<file path="config.mk">
export PLATFORM = sky130hd
export DESIGN_NAME = rshp_merge
export DESIGN_NICKNAME = d
export VERILOG_FILES = /design/src/sv/rshp_pkg.sv /design/src/sv/rshp_merge.sv
export SDC_FILE = /design/constraint.sdc
export NUM_CORES = 1
export LEC_CHECK = 0
export BUFFER_PORTS_ARGS = -buffer_cell sky130_fd_sc_hd__buf_2
export CAP_MARGIN = 20
export CORE_MARGIN = 10
export CORE_UTILIZATION = 45
export DETAILED_ROUTE_END_ITERATION = 10
export HOLD_SLACK_MARGIN = 0.05
export PLACE_DENSITY = 0.71
export RECOVER_POWER = 25
export SYNTH_ARGS = -nofsm -noshare
export SYNTH_HDL_FRONTEND = slang
export SYNTH_SLANG_ARGS = --single-unit
</file>
<file path="constraint.sdc">
create_clock -name i_clk -period 9.49 [get_ports i_clk]
set_clock_uncertainty 0.05 [all_clocks]
set_input_delay 1.898 -clock i_clk [delete_from_list [all_inputs] [get_ports i_clk]]
set_output_delay 1.898 -clock i_clk [all_outputs]
set_load 0.05 [all_outputs]
</file>
<file path="src/sv/rshp_pkg.sv">
`timescale 1ns / 1ps
// ----------------------------------------------------------------------------
// rshp_pkg
// Shared types and constants for the streaming RGB 3x3 sharpen filter.
// ----------------------------------------------------------------------------
package rshp_pkg;

    localparam int RSHP_MAX_WIDTH = 1024;

    localparam int CFG_AW   = 2;
    localparam int CFG_DW   = 16;
    localparam int IN_TW    = 24;
    localparam int OUT_TW   = 64;
    localparam int N_LANES  = 4;

    // Configuration register indexes
    localparam logic [CFG_AW-1:0] CFG_WIDTH  = 2'd0;
    localparam logic [CFG_AW-1:0] CFG_HEIGHT = 2'd1;

    // Packed pixel: red in the top byte, blue in the bottom byte
    typedef logic [23:0] t_pix;

    typedef logic signed [11:0] t_val;

    // Position of a request and the border tests derived from it
    typedef struct packed {
        logic [15:0] row;
        logic [9:0]  col;
        logic        r_ge1;
        logic        r_is1;
        logic        c_ge1;
        logic        c_is1;
        logic        c_last;
        logic        w_one;
        logic        last;
    } t_pos;

    typedef struct packed {
        logic [15:0] row;
        logic [9:0]  col;
        t_val        red;
        t_val        green;
        t_val        blue;
        logic        done;
    } t_res;

    // One group of up to four results handed to the merge stage
    typedef struct packed {
        logic [N_LANES-1:0] mask;
        t_res [N_LANES-1:0] res;
    } t_bundle;

endpackage

</file>
<file path="src/sv/rshp_merge.sv">
`timescale 1ns / 1ps
// ----------------------------------------------------------------------------
// rshp_merge
// Holds the lane results of one request and sends them out one per cycle while
// i_ready allows, lowest lane first, through the output register.
// ----------------------------------------------------------------------------
module rshp_merge
    import rshp_pkg::*;
(
    input  logic              i_clk,
    input  logic              i_rst_n,
    input  logic              i_load,
    input  t_bundle           i_bundle,
    output logic              o_free,
    output logic              o_valid,
    input  logic              i_ready,
    output logic [OUT_TW-1:0] o_data,
    output logic              o_last
);

    logic [N_LANES-1:0] r_mask;
    logic [N_LANES-1:0] n_mask;
    t_res [N_LANES-1:0] r_res;
    t_res               r_out;
    logic               r_out_vld;
    logic               n_out_vld;
    logic               out_take;
    logic               send;
    logic [N_LANES-1:0] sel;
    t_res               sel_res;

    assign out_take = !r_out_vld || i_ready;
    assign send     = (r_mask != '0) && out_take;
    // Lowest set bit of the mask
    assign sel      = r_mask & (~r_mask + N_LANES'(1));

    always_comb begin
        sel_res = r_res[0];
        for (int k = N_LANES - 1; k >= 0; k--) begin
            if (sel[k]) begin
                sel_res = r_res[k];
            end
        end
    end

    // Free when empty, or when its only remaining result leaves this cycle.
    assign o_free = (r_mask == '0) ||
                    (out_take && ((r_mask & (r_mask - N_LANES'(1))) == '0));

    always_comb begin
        n_mask = r_mask;
        if (send) begin
            n_mask = r_mask & ~sel;
        end
        if (i_load) begin
            n_mask = i_bundle.mask;
        end
        n_out_vld = r_out_vld;
        if (send) begin
            n_out_vld = 1'b1;
        end else if (i_ready) begin
            n_out_vld = 1'b0;
        end
    end

    always_ff @(posedge i_clk) begin
        if (!i_rst_n) begin
            r_mask    <= '0;
            r_out_vld <= 1'b0;
        end else begin
            r_mask    <= n_mask;
            r_out_vld <= n_out_vld;
        end
    end

    always_ff @(posedge i_clk) begin
        if (i_load) begin
            r_res <= i_bundle.res;
        end
        if (send) begin
            r_out <= sel_res;
        end
    end

    assign o_valid = r_out_vld;
    assign o_data  = {2'b00, r_out.blue, r_out.green, r_out.red, r_out.col, r_out.row};
    assign o_last  = r_out.done;

endmodule
</file>
# Yosys cells after proc, flatten, opt, wreduce, memory -nomap -nowiden

Cells that the tools add are included.

Bits in registers: 320
Input port bits: 260
Output and inout port bits: 67
Word-level logic and storage cells: 57

Add/subtract/negate cells: 2
Mux-type cells: 8
Bitwise logic cells: 5
Reduce and logical (&&, ||, !) cells: 10

Operators with widths:

| kind                                                               | number |
|---|---|
| 63-bit two-way mux                                                 | 4 |
| 4-bit AND                                                          | 3 |
| 4-bit zero test                                                    | 2 |
| 4-bit two-way mux                                                  | 2 |
| 4-bit inverter                                                     | 2 |
| 4-bit by 1-bit adder with 4-bit output, second input constant      | 1 |
| 2-bit nonzero test                                                 | 2 |
| 4-bit nonzero test                                                 | 1 |
| 4-bit by 1-bit subtractor with 4-bit output, second input constant | 1 |
| 1-bit logical AND                                                  | 2 |
| 1-bit logical OR                                                   | 2 |
| 1-bit two-way mux                                                  | 2 |
| 1-bit zero test                                                    | 1 |

# Longest topological paths before layout

Word-level depth: 7
Gate-level depth with buffers: 6
Depth with buffers taken out: 3

# Worst setup path after synthesis

OpenSTA, ideal clock, no wires.

Path type: input -> register
Start: input port i_ready
End: register r_out (netlist bit o_data[0]) (enable)
Setup time: 484 ps
Data arrival time: 4754 ps
Slack: 4201 ps
Stages on the path: 3
Buffers on the path: 1
Cells stage by stage: nor2b_1 -> clkbuf_1 -> nor2_1

Cells in the longest elaborated chain, start to end: 2

Ends and longest elaborated chain:

| item                   | RTL line         | source |
|---|---|---|
| start: declaration     | rshp_merge.sv:16 | `input logic i_ready,` |
| 1-bit logical OR       | rshp_merge.sv:32 | `assign out_take = !r_out_vld \|\| i_ready;` |
| 1-bit logical AND      | rshp_merge.sv:33 | `assign send = (r_mask != '0) && out_take;` |
| end signal: assignment | rshp_merge.sv:81 | `r_out <= sel_res;` |
| end: declaration       | rshp_merge.sv:24 | `t_res r_out;` |

No other way between the ends.
A chain may end at the register's enable or synchronous reset.

# Worst setup path after layout

Start: input port i_ready
End: output port o_free

Cells in the longest elaborated chain, start to end: 3

Ends and longest elaborated chain:

| item              | RTL line         | source |
|---|---|---|
| 1-bit logical OR  | rshp_merge.sv:32 |  |
| 1-bit logical AND | rshp_merge.sv:48 | `(out_take && ((r_mask & (r_mask - N_LANES'(1))) == '0));` |
| 1-bit logical OR  | rshp_merge.sv:47 | `assign o_free = (r_mask == '0) \|\|` |
| end: declaration  | rshp_merge.sv:14 | `output logic o_free,` |

No other way between the ends.

==> impl_metrics.env <==
export IMPL_postCtsSetupBuffers=0
export IMPL_final_antenna_net_count=0
export IMPL_synth_edf_count=315
export IMPL_syn_to_final_growth_pct=24.9
export IMPL_fin_setup_tns_ns=0
export IMPL_fill_cells=1959
export IMPL_path_common_cell="buf_2"
export IMPL_p_per_area_nw_per_um2=226
export IMPL_place_inst=1261
export IMPL_synth_top_cells_by_area="edfxtp_1 (81%), a221o_1 (5.4%), nand3b_1 (4.1%)"
export IMPL_ys_dominant_reg_cell="edfxtp_1"
export IMPL_drt_first_pass_iters=5
export IMPL_drt_first_iter_violations=554
export IMPL_synth_area_per_cell_um2=18.0
export IMPL_post_synth_most_frequent_cells="edfxtp_1 (315), nand2_1 (66), a21oi_1 (63), a221o_1 (63), nand3b_1 (63)"
export IMPL_tritoncts="done"
export IMPL_status="finished, final reports clean"
export IMPL_dr_wl_cell_um=21.9
export IMPL_clock_fmax_mhz=194
export IMPL_design_die_area_um2=32700
export IMPL_worst_case_headroom_to_the_max_slew_limit_pct=39.9
export IMPL_fraction_of_met3_tracks_used_by_global_routing_pct=4.66
export IMPL_setup_repair_after_global_routing_missed_its_margin="no"
export IMPL_asyncSetResetFlopFracSynth_pct=0
export IMPL_critPathSlowestCell="nor2b_1"
export IMPL_post_cts_resize_count=0
export IMPL_max_cap_violations=0
export IMPL_report_final_setup_viol=0
export IMPL_cts_inserted_buffers=34
export IMPL_final_max_slew_viol_count=0
export IMPL_grt_use_met2_pct=28.3
export IMPL_synthDistinctLibCells=27
export IMPL_dp_hpwl_mm=19.5
export IMPL_design_portCount=327
export IMPL_cts_hold_buffers=0
export IMPL_start_kind="input port"
export IMPL_die_width_um=181
export IMPL_post_synth_top_count_cell="edfxtp_1"
export IMPL_grtUsageTotal_pct=17.2
export IMPL_worst_path_top_cell_family_by_delay="simple AND/OR/NAND/NOR gates"
export IMPL_initial_core_util_pct=45.9
export IMPL_synth_top_area_cell="edfxtp_1"
export IMPL_critPathRequiredTime_ns=7.54
export IMPL_cts_max_level=2
export IMPL_final_hold_viol_count=0
export IMPL_holdCritPathClass="reg2reg"
export IMPL_endpoint_kind="output pin"
export IMPL_groute_layer_met1_usage_pct=21.8
export IMPL_via_count=6926
export IMPL_worstSkewPairLatency_ns=0.49
export IMPL_yosysWarnings=0
export IMPL_cts_num_sinks=320
export IMPL_yosys_register_bits=320
export IMPL_routabilityCongestion=0.757
export IMPL_criticalPathCategory="in2out"
export IMPL_finalNetCount=1227
export IMPL_power_static_leakage_nw=5.41
export IMPL_fin_ws_ns=4.33
export IMPL_largest_net_degree_at_the_start_of_global_routing=122
export IMPL_postRouteWirelength_mm=29.0
export IMPL_synth_top_area_share_pct=81.4
export IMPL_chain_of_cells_forming_the_critical_path="buf_2 > nor2b_1 > nor3_1 > or3_1 > buf_2"
export IMPL_post_route_min_period_ns=5.16
export IMPL_final_cell_area_um2=14500
export IMPL_core_region_area_um2=25300
export IMPL_overflow=0
export IMPL_share_of_post_route_cells_with_drive_strength_above_1_pct=38.1
export IMPL_post_synth_inst_count=645
export IMPL_instances_no_fill=1324
export IMPL_antenna_violations_before_repair=2
export IMPL_grt_pass1_wl_mm=44.0
export IMPL_detail_route_vias_per_cell=5.23
export IMPL_post_place_ws_ns=4.35
export IMPL_worstPathMaxFanout=8
export IMPL_clock_root_buffer="clkbuf_16"
export IMPL_cts_reportedPaths_clkPinSlew_ns=0.06
export IMPL_gr_max_usage_layer="met2"
export IMPL_floorplan_rows=58
export IMPL_cts_max_path_buffers=3
export IMPL_tightest_slew_ns=0.902
export IMPL_place_port_buffers=324
export IMPL_power_ir_vdd_worst_mv=0.165
export IMPL_synth_cell_area_um2=11600
export IMPL_number_of_buffers_and_inverters_on_the_critical_path=2
export IMPL_synth_seq_area_share_pct=82.2
export IMPL_cpPeakStageDelay_ns=0.53
export IMPL_die_height_um=181
export IMPL_layout_worst_path_cycle_share_pct=54.4
export IMPL_cp_arrival_ns=3.21
export IMPL_number_of_global_route_vias_before_repair=7493
export IMPL_worst_slack_on_hold_paths_ns=0.489
export IMPL_post_route_drc_count=0
export IMPL_placed_area_um2=13500
## path summary, 6_finish.rpt
kind	endpoint	from	cells past startpoint	slack (ns)
worst max-delay path	o_free	i_ready	5	4.33
worst min register to register	o_data[21]	r_res[42]	1	0.49
worst max register to register	o_data[42]	r_mask[1]	4	6.51
worst min-delay path	o_data[21]	r_res[42]	1	0.49
## cell usage in the layout (no fill, tap or decap), drive strengths merged, types with 4 or more instances in the layout
master	n
clkbuf	50
dfxtp	5
nand3b	63
a221o	63
buf	327
nor3	4
edfxtp	315
nand2	66
clkinv	12
a21oi	63
## metrics by stage
step	utilization (%)	power (W)
2_1_floorplan	-	0.00197
3_3_place_gp	53.4	0.00212
3_5_place_dp	53.4	0.00213
4_1_cts	57.3	0.00332
5_1_grt	57.3	0.00341
6_report	57.3	0.00328
## routing by layer
| layer | up-vias | wire [um] |
|---|---|---|
| met1 | 3300 | 11800 |
| met5 | - | 0 |
| li1 | 3222 | - |
| met2 | 347 | 14100 |
| met4 | 0 | 760 |
| met3 | 57 | 2360 |
## report_power, final
group	internal [W]	switching, W	total [W]	leakage [nW]
Clock	0.000680	0.000509	0.00119	0.481
Sequential	0.00170	0.0000393	0.00174	3.12
Combinational	0.000106	0.000245	0.000351	1.81
## final cells by class
type	count	area [um2]	area share [%]
Timing Repair Buffer	332	1690	11.6
Sequential cell	320	9570	65.9
Clock inverter	16	87.6	0.603
Inverter	1	3.75	0.0259
Antenna cell	2	5.00	0.0345
Multi-Input combinational cell	278	1840	12.7
Tap cell	330	413	2.84
Clock buffer	45	913	6.29
## cell families after synthesis
kind of cell	after synthesis	share of synthesized area, %
buffers and inverters	48	2.16
flip-flops	320	82.2
adder cells (fa/ha/maj)	1	0.0861
AO/OA/AOI/OAI	134	8.68
AND/OR/NAND/NOR	141	6.80
other	1	0.0323
## sequential cells by signal, indices dropped and copies added, names as in the netlist
register,flops
r_res,252
o_last,1
o_valid,1
o_data,62
r_mask,4
Note: power is estimated with default switching activity, not from simulation.
