--- config.mk ---
export PLATFORM = sky130hd
export DESIGN_NAME = rshp_lane
export DESIGN_NICKNAME = d
export VERILOG_FILES = /design/src/sv/rshp_pkg.sv /design/src/sv/rshp_lane.sv
export SDC_FILE = /design/constraint.sdc
export NUM_CORES = 1
export LEC_CHECK = 0
export BUFFER_PORTS_ARGS = -buffer_cell sky130_fd_sc_hd__buf_4
export CAP_MARGIN = 20
export CORE_ASPECT_RATIO = 1.4
export CORE_MARGIN = 2
export CORE_UTILIZATION = 30
export DETAILED_ROUTE_END_ITERATION = 8
export PLACE_DENSITY = 0.55
export RECOVER_POWER = 100
export SYNTH_ARGS = -nofsm -noshare
export SYNTH_HDL_FRONTEND = slang
export SYNTH_SLANG_ARGS = --single-unit
export TNS_END_PERCENT = 30
--- constraint.sdc ---
create_clock -name vclk -period 11.1
set_input_delay 1.11 -clock vclk [all_inputs]
set_output_delay 1.11 -clock vclk [all_outputs]
set_load 0.05 [all_outputs]
--- src/sv/rshp_pkg.sv ---
`timescale 1ns / 1ps
// ----------------------------------------------------------------------------
// rshp_pkg
// Shared types and constants for the streaming RGB 3x3 sharpen filter.
// ----------------------------------------------------------------------------
package rshp_pkg;

    localparam int RSHP_MAX_WIDTH = 1024;

    localparam int CFG_AW   = 2;
    localparam int CFG_DW   = 16;
    localparam int IN_TW    = 24;
    localparam int OUT_TW   = 64;
    localparam int N_LANES  = 4;

    // Configuration register indexes
    localparam logic [CFG_AW-1:0] CFG_WIDTH  = 2'd0;
    localparam logic [CFG_AW-1:0] CFG_HEIGHT = 2'd1;

    // Packed pixel: red in the top byte, blue in the bottom byte
    typedef logic [23:0] t_pix;

    typedef logic signed [11:0] t_val;

    // Position of a request and the border tests derived from it
    typedef struct packed {
        logic [15:0] row;
        logic [9:0]  col;
        logic        r_ge1;
        logic        r_is1;
        logic        c_ge1;
        logic        c_is1;
        logic        c_last;
        logic        w_one;
        logic        last;
    } t_pos;

    typedef struct packed {
        logic [15:0] row;
        logic [9:0]  col;
        t_val        red;
        t_val        green;
        t_val        blue;
        logic        done;
    } t_res;

    // One group of up to four results handed to the merge stage
    typedef struct packed {
        logic [N_LANES-1:0] mask;
        t_res [N_LANES-1:0] res;
    } t_bundle;

endpackage

--- src/sv/rshp_lane.sv ---
`timescale 1ns / 1ps
// ----------------------------------------------------------------------------
// rshp_lane
// Sharpen kernel for one result pixel on all three channels.
// ----------------------------------------------------------------------------
module rshp_lane
    import rshp_pkg::*;
(
    input  t_pix i_ctr,
    input  t_pix i_up,
    input  t_pix i_dn,
    input  t_pix i_lf,
    input  t_pix i_rt,
    output t_val o_red,
    output t_val o_green,
    output t_val o_blue
);

    // 255 - (5*c - u - d - l - r); the range fits twelve bits exactly.
    function automatic t_val f_kern(input logic [7:0] c, input logic [7:0] u,
                                    input logic [7:0] d, input logic [7:0] l,
                                    input logic [7:0] r);
        logic [11:0] ce;
        logic [11:0] acc;
        begin
            ce  = {4'd0, c};
            acc = 12'd255 - (ce << 2) - ce + {4'd0, u} + {4'd0, d}
                  + {4'd0, l} + {4'd0, r};
            f_kern = t_val'(acc);
        end
    endfunction

    assign o_red   = f_kern(i_ctr[23:16], i_up[23:16], i_dn[23:16],
                            i_lf[23:16], i_rt[23:16]);
    assign o_green = f_kern(i_ctr[15:8], i_up[15:8], i_dn[15:8],
                            i_lf[15:8], i_rt[15:8]);
    assign o_blue  = f_kern(i_ctr[7:0], i_up[7:0], i_dn[7:0],
                            i_lf[7:0], i_rt[7:0]);

endmodule

# Word level (Yosys, flattened, before mapping)
# Cells that the tools add are included.
# word_totals
reg_bits	0
input_bits	120
output_inout_bits	36
wordCells	18
# op_classes
n_addsub	18
# op_table
cell	count
12-bit by 8-bit adder with 12-bit output	12
11-bit by 9-bit subtractor with 12-bit output	3
8-bit by 10-bit subtractor with 11-bit output (first input constant)	3

# Longest topological paths before layout
# Gate-level depths: netlist (run 1).
# logic_depth
depth_word	6
mapped_depth	14
mapped_depth_nobuf	14

# Worst setup path before layout (run 1)
# Ideal clock, no wire load.
# synth_timing
kind	input to output
start	in i_dn[10]
end	out o_green[10]
t_arrival_ns	4.893
required_ns	9.990
path_slack_ns	5.097
cell_stages	13
n_path_buf	0
path_cell_list	inv_1 > fa_1 > inv_1 > fa_1 > inv_1 > fa_1 > inv_1 > ha_1 > nor2b_4 > o31a_4 > o21ai_4 > mux2i_1 > a2111oi_2
# synth_via
elab_chain_cells	3
# synth_lines
element	line_no	source
start, declared	rshp_lane.sv:11	input t_pix i_dn,
12-bit by 8-bit adder with 12-bit output	rshp_lane.sv:27	acc = 12'd255 - (ce << 2) - ce + {4'd0, u} + {4'd0, d}
12-bit by 8-bit adder with 12-bit output (2 in a row)	rshp_lane.sv:28	+ {4'd0, l} + {4'd0, r};
end, declared	rshp_lane.sv:15	output t_val o_green,
# Every way passes these cells.

# Final worst setup path (run 1)
# layout_timing
start	in i_ctr[9]
end	out o_green[9]
# layout_via
elab_chain_cells	6
# layout_lines
element	line_no	source
start, declared	rshp_lane.sv:9	input t_pix i_ctr,
8-bit by 10-bit subtractor with 11-bit output	rshp_lane.sv:27	
11-bit by 9-bit subtractor with 12-bit output (*)	rshp_lane.sv:27	
12-bit by 8-bit adder with 12-bit output (*) (2 in a row)	rshp_lane.sv:27	
12-bit by 8-bit adder with 12-bit output (*) (2 in a row)	rshp_lane.sv:28	
# Every way passes the cells marked *; elsewhere a longest branch is shown, timed or not.

==> metrics.txt, run 1 <==
# TYPE chip_impl_metric gauge
chip_impl_metric{name="route.detailed.drc",unit=""} 0
chip_impl_metric{name="grt_max_degree",unit=""} 7
chip_impl_info{name="setup.worst_path.class",value="input port to output port"} 1
chip_impl_metric{name="nFlopsAndLatches",unit=""} 0
chip_impl_metric{name="finalHoldViolCount",unit=""} 0
chip_impl_metric{name="grt_overflow_total",unit=""} 0
chip_impl_metric{name="mappedNetlistNets",unit=""} 686
chip_impl_metric{name="gr-usage-all-layers",unit=""} 0.1284
chip_impl_info{name="min_delay_worst_endpoint",value="o_red[0]"} 1
chip_impl_metric{name="netlist_instances",unit=""} 423
chip_impl_metric{name="number_of_diodes",unit=""} 0
chip_impl_info{name="worst_setup_start_kind",value="input port"} 1
chip_impl_metric{name="setup-violations-final",unit=""} 0
chip_impl_metric{name="ios",unit=""} 156
chip_impl_metric{name="gp_routability_congestion",unit=""} 0.8157
chip_impl_metric{name="yosysWarnings",unit=""} 0
chip_impl_metric{name="cap_violations",unit=""} 0
chip_impl_metric{name="fp.dieArea",unit="µm²"} 14110
chip_impl_metric{name="dp.final_hpwl",unit="µm"} 8582
chip_impl_metric{name="critical_path_arrival",unit="ns"} 4.89
chip_impl_metric{name="grt_first_pass_wirelength",unit="µm"} 15210
chip_impl_metric{name="critical_path_required",unit="ns"} 9.99
chip_impl_metric{name="area_occupied_by_multi_input_gates",unit="µm²"} 3427
chip_impl_info{name="mostFrequentLayoutCell",value="inv_1"} 1
chip_impl_metric{name="final_net_count",unit=""} 844
chip_impl_metric{name="routed_wire_per_std_cell",unit="µm"} 12.10
chip_impl_metric{name="drt-total-wl",unit="µm"} 8858
chip_impl_info{name="layout.cells.most_common_list",value="inv_1 (139), buf_4 (120), fa_1 (93)"} 1
chip_impl_metric{name="timing.hold.worst_path_depth",unit=""} 3
chip_impl_metric{name="initial_utilization",unit=""} 0.3067
chip_impl_metric{name="final_layout_size_suffix_gt1_frac",unit=""} 0.2228
chip_impl_metric{name="final_cell_count_no_fill",unit=""} 732
chip_impl_metric{name="syn-cell-area",unit="µm²"} 3949
chip_impl_metric{name="timing.max_slew.rel_slack",unit=""} 0.5814
chip_impl_metric{name="postPlaceCellArea",unit="µm²"} 5311
chip_impl_info{name="hold_start",value="i_rt[18]"} 1
chip_impl_metric{name="die_y",unit="µm"} 139.8
chip_impl_info{name="timing.critical_path.to_type",value="output port"} 1
chip_impl_metric{name="layout_worst_path_cycle_share",unit=""} 0.5409
chip_impl_metric{name="register_area",unit="µm²"} 0
chip_impl_metric{name="cts.hold.buffers_added",unit=""} 0
chip_impl_metric{name="worstMarginPinSlew",unit="ns"} 0.6306
chip_impl_metric{name="post-place-cells",unit=""} 732
chip_impl_metric{name="totalNegativeSetupSlack",unit="ns"} 0
chip_impl_metric{name="core-area",unit="µm²"} 12870
chip_impl_metric{name="portBuffers",unit=""} 156
chip_impl_metric{name="filler_cell_count",unit=""} 1338
chip_impl_metric{name="drt_pre_antenna_iters",unit=""} 4
chip_impl_info{name="hold_path.class",value="input port to output port"} 1
chip_impl_metric{name="highest_attainable_clock_frequency",unit="GHz"} 0.1666
chip_impl_metric{name="postRouteAntennaNets",unit=""} 0
chip_impl_metric{name="clkbuf_count",unit=""} 0
chip_impl_info{name="rsz0062_at_grt",value="no"} 1
chip_impl_metric{name="first_global_vias",unit=""} 3571
chip_impl_metric{name="ctsResizeCount",unit=""} 0
chip_impl_metric{name="synth_seq_area_share",unit=""} 0
chip_impl_metric{name="initial_antenna_violation_count",unit=""} 0
chip_impl_info{name="status",value="finished, final reports clean"} 1
chip_impl_metric{name="finalCriticalPeriod",unit="ns"} 6.004
chip_impl_metric{name="layout_cell_area_excl_fill",unit="µm²"} 5176
chip_impl_metric{name="rows",unit=""} 49
chip_impl_metric{name="ys_types",unit=""} 34
chip_impl_metric{name="postCtsSetupBuffers",unit=""} 0
chip_impl_metric{name="synthToLayoutAreaGrowth",unit="%"} 31.08
chip_impl_metric{name="avg_synthesized_cell_area",unit="µm²"} 9.335
chip_impl_metric{name="detailroute.via_count",unit=""} 3210
chip_impl_metric{name="path_max_fanout",unit=""} 3
chip_impl_metric{name="iteration_0_drc_markers",unit=""} 56
chip_impl_metric{name="die-width",unit="µm"} 101.0
chip_impl_metric{name="slew_viol_final",unit=""} 0
chip_impl_metric{name="detail_route.vias_per_cell",unit=""} 4.385
## synthesized netlist by cell type, drive strengths merged (5+ instances only)
master / instances / share of area
a21o: 7 / 0.013
a21oi: 16 / 0.020
a31oi: 5 / 0.0079
fa: 93 / 0.47
ha: 50 / 0.16
inv: 139 / 0.13
nand2: 13 / 0.012
nand3: 6 / 0.0076
nor2: 18 / 0.017
o211ai: 5 / 0.012
o21ai: 12 / 0.018
o21bai: 5 / 0.0095
xnor2: 25 / 0.055
xor2: 5 / 0.011
## routing by layer
metal  global-route usage  wire length (µm)  up-vias
met5                    0                 0        -
met4                    0                 0        0
met3              0.01256               573        0
li1                     -                 -     1593
met2               0.2519              4763       99
met1               0.1583              3521     1518
## cell type report
class | instances | area share
Tap cell | 153 | 0.03698
Multi-Input combinational cell | 284 | 0.6621
Inverter | 139 | 0.1008
Timing Repair Buffer | 156 | 0.2001
## kinds of logic (layout without fill, tap and decap cells)
kind of cell,Yosys count,in the layout,synth area share
and+or+nand+nor,47,47,0.05545
adders and majority gates,143,143,0.6299
xor gates and xnor gates,30,30,0.06654
buffers and inverters,139,295,0.1321
muxes,1,1,0.002535
AOI/OAI and AO/OA,63,63,0.1134
## how the worst max path moves through the flow
stage | from | endpoint | slack (ns) | cells after the start
after global routing | i_ctr[9] | o_green[11] | 4.81 | 14
after floorplan | i_dn[10] | o_green[10] | 5.10 | 13
after detailed placement | i_ctr[8] | o_green[10] | 5.33 | 14
final | i_ctr[9] | o_green[9] | 5.10 | 14
after CTS | i_ctr[9] | o_green[11] | 5.32 | 14
after global placement | i_ctr[9] | o_green[11] | 5.37 | 14
## worst max-delay path: stages
cell      delay [ns]
buf_4           0.07
inv_1           0.07
fa_1            0.52
fa_1            0.56
inv_1           0.06
fa_1            0.59
inv_1           0.06
ha_1            0.30
a211oi_1        0.30
o211ai_1        0.19
a31o_1          0.23
a21oi_1         0.16
xor2_1          0.18
clkbuf_1        0.49
## stage by stage
step	hold slack, ns	setup slack [ns]	util
after floorplan	2.598	5.097	-
after global placement	2.646	5.371	0.4125
after detailed placement	2.647	5.331	0.4125
after CTS	2.651	5.315	0.4125
after global routing	2.872	4.806	0.4020
final	2.839	5.096	0.4020
Power of run 1 is left out: the tool's default activity adds up to more than one toggle a clock period on the data nets, which glitch-free logic cannot reach.
==> run 2: changes to the inputs <==
Settings changed: ABC_AREA set to 1, PLACE_DENSITY 0.55 to 0.54.
Clock period 11.1 ns to 5.8 ns, I/O delays scaled along.
==> metrics.txt, run 2 <==
# TYPE chip_impl_metric gauge
chip_impl_info{name="status",value="finished, final reports clean"} 1
chip_impl_info{name="worst_setup_start_kind",value="input port"} 1
chip_impl_info{name="netlist.top_cell.by_area",value="fa_1"} 1
chip_impl_info{name="start_point_of_the_critical_path",value="i_ctr[9]"} 1
chip_impl_metric{name="grt_first_pass_wirelength",unit="µm"} 18350
chip_impl_info{name="mostFrequentLayoutCell",value="inv_1"} 1
chip_impl_metric{name="cap_violations",unit=""} 0
chip_impl_metric{name="grt_overflow_total",unit=""} 0
chip_impl_info{name="synthMostInstantiatedCell",value="inv_1"} 1
chip_impl_metric{name="dp.final_hpwl",unit="µm"} 10170
chip_impl_info{name="setup.worst_path.class",value="input port to output port"} 1
chip_impl_metric{name="finalHoldViolCount",unit=""} 0
chip_impl_metric{name="detailroute.via_count",unit=""} 4034
chip_impl_metric{name="synthToLayoutAreaGrowth",unit="%"} 28.77
chip_impl_metric{name="die_y",unit="µm"} 147.6
chip_impl_metric{name="highest_attainable_clock_frequency",unit="GHz"} 0.2239
chip_impl_metric{name="gr-usage-all-layers",unit=""} 0.1379
chip_impl_metric{name="final_layout_size_suffix_gt1_frac",unit=""} 0.1671
chip_impl_metric{name="core-area",unit="µm²"} 14440
chip_impl_metric{name="syn-cell-area",unit="µm²"} 4418
chip_impl_metric{name="synth_largest_type_area_fraction",unit=""} 0.4214
chip_impl_metric{name="avg_synthesized_cell_area",unit="µm²"} 7.388
chip_impl_metric{name="cts.hold.buffers_added",unit=""} 0
chip_impl_info{name="setup.worst_path.end",value="o_green[6]"} 1
chip_impl_metric{name="timing.max_slew.rel_slack",unit=""} 0.5620
chip_impl_metric{name="rows",unit=""} 52
chip_impl_metric{name="route.detailed.drc",unit=""} 0
chip_impl_metric{name="slew_viol_final",unit=""} 0
chip_impl_info{name="crit_path_cell_chain",value="buf_4 > inv_1 > fa_1 > fa_1 > inv_1 > fa_1 > fa_1 > inv_1 > nand3_1 > nand3_2 > nand2_1 > nand2_1 > xor2_1 > clkbuf_1"} 1
chip_impl_metric{name="die-width",unit="µm"} 106.6
chip_impl_metric{name="drt_pre_antenna_iters",unit=""} 7
chip_impl_metric{name="iteration_0_drc_markers",unit=""} 98
chip_impl_metric{name="totalNegativeSetupSlack",unit="ns"} 0
chip_impl_info{name="layout.cells.most_common_list",value="inv_1 (195), nand2_1 (144), buf_4 (121)"} 1
chip_impl_metric{name="routed_wire_per_std_cell",unit="µm"} 11.04
chip_impl_metric{name="path_max_fanout",unit=""} 3
chip_impl_metric{name="portBuffers",unit=""} 156
chip_impl_metric{name="finalCriticalPeriod",unit="ns"} 4.466
chip_impl_metric{name="drt-total-wl",unit="µm"} 10410
chip_impl_metric{name="ys_types",unit=""} 14
chip_impl_metric{name="fp.dieArea",unit="µm²"} 15730
chip_impl_info{name="timing.critical_path.to_type",value="output port"} 1
chip_impl_metric{name="worstMarginPinSlew",unit="ns"} 0.6598
chip_impl_metric{name="first_global_vias",unit=""} 4313
chip_impl_metric{name="clkbuf_count",unit=""} 0
chip_impl_metric{name="ctsResizeCount",unit=""} 0
chip_impl_metric{name="register_area",unit="µm²"} 0
chip_impl_metric{name="detail_route.vias_per_cell",unit=""} 4.278
chip_impl_metric{name="grt_max_degree",unit=""} 7
chip_impl_metric{name="initial_utilization",unit=""} 0.3059
chip_impl_metric{name="critical_path_required",unit="ns"} 5.22
chip_impl_metric{name="postRouteAntennaNets",unit=""} 0
chip_impl_metric{name="number_of_diodes",unit=""} 0
chip_impl_metric{name="layout_worst_path_cycle_share",unit=""} 0.7699
chip_impl_metric{name="final_net_count",unit=""} 1019
chip_impl_metric{name="gp_routability_congestion",unit=""} 0.8380
chip_impl_info{name="ys_top_cells_by_area",value="fa_1 (42%), inv_1 (17%), ha_1 (14%), nand2_1 (12%), nand3_1 (4.2%)"} 1
chip_impl_metric{name="area_occupied_by_multi_input_gates",unit="µm²"} 3681
chip_impl_metric{name="setup-violations-final",unit=""} 0
chip_impl_metric{name="ios",unit=""} 156
chip_impl_info{name="rsz0062_at_grt",value="no"} 1
chip_impl_metric{name="postCtsSetupBuffers",unit=""} 0
chip_impl_metric{name="initial_antenna_violation_count",unit=""} 0
chip_impl_metric{name="crit_path_max_incr_delay",unit="ns"} 0.55
chip_impl_metric{name="cp.depth",unit=""} 14
chip_impl_metric{name="critical_path_arrival",unit="ns"} 3.89
chip_impl_info{name="critPathMostFrequentCell",value="fa_1"} 1
chip_impl_metric{name="netlist_instances",unit=""} 598
chip_impl_metric{name="yosysWarnings",unit=""} 0
chip_impl_metric{name="cp.buffers_inverters",unit=""} 5
chip_impl_metric{name="nFlopsAndLatches",unit=""} 0
chip_impl_metric{name="filler_cell_count",unit=""} 1589
chip_impl_info{name="post_synth_most_frequent_cells",value="inv_1 (195), nand2_1 (144), fa_1 (93)"} 1
chip_impl_metric{name="mappedNetlistNets",unit=""} 861
chip_impl_info{name="hold_path.class",value="input port to output port"} 1
chip_impl_metric{name="synth_seq_area_share",unit=""} 0
chip_impl_info{name="cpMaxStageDelayCell",value="fa_1"} 1
chip_impl_info{name="critical-path-top-delay-family",value="adder cells"} 1
-- run 2: changes by cell type in the layout (fill, tap and decap cells not counted), sizes merged, moves of 9 or more --
cell | before | now
nand2 | 13 | 144
inv | 139 | 195
xnor2 | 25 | 3
o21ai | 12 | 0
xor2 | 5 | 15
nor2 | 18 | 31
nand4 | 0 | 9
nand3 | 6 | 41
-- run 2: cell type report --
| cell class | count | share of cell area |
|---|---|---|
| Timing Repair Buffer | 156 | 0.1828 |
| Tap cell | 189 | 0.04157 |
| Multi-Input combinational cell | 403 | 0.6470 |
| Inverter | 195 | 0.1287 |
-- run 2: stage by stage --
stage                     setup WS [ns]  instances  hold slack, ns  utilization  cell area (µm²)
final                             1.334        943           1.801       0.3939             5689
after global routing              1.067        943           1.831       0.3939             5689
after CTS                         1.543        943           1.601       0.4033             5826
after detailed placement          1.545        943           1.601       0.4033             5826
after global placement            1.558        943           1.598       0.4033             5826
after floorplan                   1.407        598           1.538            -             4418
-- run 2: logic make-up (layout without fill, tap and decap cells) --
kind of cell    Yosys count  after routing  share of synthesized area
compound gates           15             15                    0.02039
simple gates            227            227                     0.2152
xor+xnor                 18             18                    0.03569
fa+ha+maj               143            143                     0.5630
buf+inv                 195            351                     0.1657
-- run 2: routing by layer --
| metal | vias up | routed length (µm) | track usage | part of all wire |
|---|---|---|---|---|
| li1 | 2039 | - | - | - |
| met1 | 1895 | 3795 | 0.1495 | 0.36 |
| met2 | 96 | 6102 | 0.2968 | 0.59 |
| met3 | 4 | 465 | 0.007937 | 0.045 |
| met4 | 0 | 49 | 0.005844 | 0.0047 |
| met5 | - | 0 | 0 | 0 |
-- run 2: how the worst min path moves through the flow --
stage / from / end / slack [ns] / cells after the start
2_1_floorplan: i_rt[2] / o_blue[0] / 1.54 / 1
3_3_place_gp: i_rt[18] / o_red[0] / 1.60 / 3
3_5_place_dp: i_rt[2] / o_blue[0] / 1.60 / 3
4_1_cts: i_rt[2] / o_blue[0] / 1.60 / 3
5_1_grt: i_rt[2] / o_blue[0] / 1.83 / 3
6_report: i_rt[18] / o_red[0] / 1.80 / 3
Power of run 2 is left out for the same reason.
==> run 3: changes to the inputs <==
Settings changed: ABC_AREA 1 to 0, PLACE_DENSITY 0.54 to 0.55.
Clock period 5.8 ns to 4.3 ns, I/O delays scaled along.
==> metrics.txt, run 3 (synthesis results as in run 1) <==
# TYPE chip_impl_metric gauge
chip_impl_info{name="rsz0062_at_grt",value="yes"} 1
chip_impl_info{name="mostFrequentLayoutCell",value="buf_4"} 1
chip_impl_metric{name="register_area",unit="µm²"} 0
chip_impl_metric{name="detailroute.via_count",unit=""} 3347
chip_impl_metric{name="rows",unit=""} 49
chip_impl_metric{name="grt_max_degree",unit=""} 7
chip_impl_metric{name="core-area",unit="µm²"} 12870
chip_impl_metric{name="gr-usage-all-layers",unit=""} 0.1304
chip_impl_metric{name="clkbuf_count",unit=""} 0
chip_impl_info{name="layout.cells.most_common_list",value="buf_4 (148), inv_1 (132), fa_1 (91)"} 1
chip_impl_metric{name="synthToLayoutAreaGrowth",unit="%"} 41.63
chip_impl_metric{name="critical_path_arrival",unit="ns"} 3.77
chip_impl_metric{name="die-width",unit="µm"} 101.0
chip_impl_metric{name="portBuffers",unit=""} 156
chip_impl_metric{name="critical_path_required",unit="ns"} 3.87
chip_impl_metric{name="slew_viol_final",unit=""} 0
chip_impl_info{name="status",value="finished, final reports clean"} 1
chip_impl_metric{name="cts.hold.buffers_added",unit=""} 0
chip_impl_metric{name="route.detailed.drc",unit=""} 0
chip_impl_metric{name="routed_wire_per_std_cell",unit="µm"} 12.30
chip_impl_info{name="timing.critical_path.to_type",value="output port"} 1
chip_impl_metric{name="timing.max_slew.rel_slack",unit=""} 0.5608
chip_impl_metric{name="initial_utilization",unit=""} 0.3067
chip_impl_metric{name="first_global_vias",unit=""} 3661
chip_impl_info{name="cpMaxStageDelayCell",value="fa_1"} 1
chip_impl_metric{name="dp.final_hpwl",unit="µm"} 8744
chip_impl_metric{name="drt-total-wl",unit="µm"} 9247
chip_impl_metric{name="grt_first_pass_wirelength",unit="µm"} 15480
chip_impl_metric{name="fp.dieArea",unit="µm²"} 14110
chip_impl_metric{name="setup-violations-final",unit=""} 0
chip_impl_metric{name="gp_routability_congestion",unit=""} 0.7535
chip_impl_metric{name="cp.buffers_inverters",unit=""} 6
chip_impl_metric{name="crit_path_max_incr_delay",unit="ns"} 0.54
chip_impl_metric{name="path_max_fanout",unit=""} 3
chip_impl_metric{name="cap_violations",unit=""} 0
chip_impl_metric{name="worstMarginPinSlew",unit="ns"} 0.6616
chip_impl_info{name="critical-path-top-delay-family",value="adder cells"} 1
chip_impl_metric{name="final_net_count",unit=""} 864
chip_impl_metric{name="setup_slack",unit="ns"} 0.1045
chip_impl_info{name="worst_setup_start_kind",value="input port"} 1
chip_impl_metric{name="nFlopsAndLatches",unit=""} 0
chip_impl_metric{name="final_layout_size_suffix_gt1_frac",unit=""} 0.3422
chip_impl_metric{name="postRouteAntennaNets",unit=""} 0
chip_impl_info{name="crit_path_cell_chain",value="buf_4 > fa_1 > inv_1 > fa_1 > inv_1 > fa_1 > inv_1 > ha_4 > buf_4 > o21ai_2 > o211ai_1 > and3_1 > a31oi_2 > xnor2_1 > buf_4"} 1
chip_impl_metric{name="number_of_diodes",unit=""} 0
chip_impl_metric{name="area_occupied_by_multi_input_gates",unit="µm²"} 3628
chip_impl_metric{name="ios",unit=""} 156
chip_impl_metric{name="worst_slack_at_placement",unit="ns"} -0.06736
chip_impl_metric{name="grt_overflow_total",unit=""} 0
chip_impl_metric{name="iteration_0_drc_markers",unit=""} 63
chip_impl_metric{name="layout_worst_path_cycle_share",unit=""} 0.9757
chip_impl_metric{name="drt_pre_antenna_iters",unit=""} 4
chip_impl_info{name="setup.worst_path.class",value="input port to output port"} 1
chip_impl_metric{name="totalNegativeSetupSlack",unit="ns"} 0
chip_impl_metric{name="filler_cell_count",unit=""} 1275
chip_impl_info{name="hold_path.class",value="input port to output port"} 1
chip_impl_metric{name="finalHoldViolCount",unit=""} 0
chip_impl_metric{name="final_cell_count_no_fill",unit=""} 752
chip_impl_metric{name="finalCriticalPeriod",unit="ns"} 4.195
chip_impl_metric{name="highest_attainable_clock_frequency",unit="GHz"} 0.2384
chip_impl_metric{name="initial_antenna_violation_count",unit=""} 0
chip_impl_metric{name="hold_slack",unit="ns"} 1.487
chip_impl_metric{name="post-place-cells",unit=""} 750
chip_impl_metric{name="detail_route.vias_per_cell",unit=""} 4.451
chip_impl_metric{name="die_y",unit="µm"} 139.8
-- run 3: changes by cell type in the layout (fill, tap and decap cells not counted), moves of 9 or more --
cell,previous run,this run
xnor2_1,3,25
clkbuf_2,0,12
nand4_1,9,0
nand3_1,38,5
xor2_1,15,4
nor2_1,31,17
inv_1,195,132
nand2_1,144,13
buf_4,121,148
clkbuf_1,35,12
-- run 3: layout make-up --
cell class | instances | area share
Inverter | 139 | 0.09329
Multi-Input combinational cell | 284 | 0.6488
Tap cell | 153 | 0.03423
Timing Repair Buffer | 176 | 0.2237
-- run 3: path summary, 6_finish.rpt --
path  cells past startpoint  slack [ns]     start           to
max                      15        0.10  i_ctr[8]  o_green[11]
min                       3        1.49  i_rt[18]     o_red[0]
-- run 3: routing by layer --
layer,routed length (µm),vias to the layer above,GRT usage
li1,-,1630,-
met1,3578,1616,0.1560
met2,5135,99,0.2618
met3,494,2,0.009041
met4,38,0,0.004267
met5,0,-,0
-- run 3: worst min-delay path, cell delays in order --
cell	delay (ns)
buf_4	0.11
ha_1	0.23
clkbuf_1	0.29
-- run 3: repair_timing --
item / CTS / global route
setup endpoints to repair: 3 / 11
gates resized for setup: 4 / 32
buffers inserted: 0 / 2
pin swaps: 1 / 28
-- run 3: stage by stage --
| stage | utilization | instance area [µm²] |
|---|---|---|
| CTS | 0.4258 | 5482 |
| detailed placement | 0.4246 | 5466 |
| global route | 0.4344 | 5593 |
| floorplan | - | 3969 |
| finish | 0.4344 | 5593 |
| global placement | 0.4246 | 5466 |
Power of run 3 is left out for the same reason.
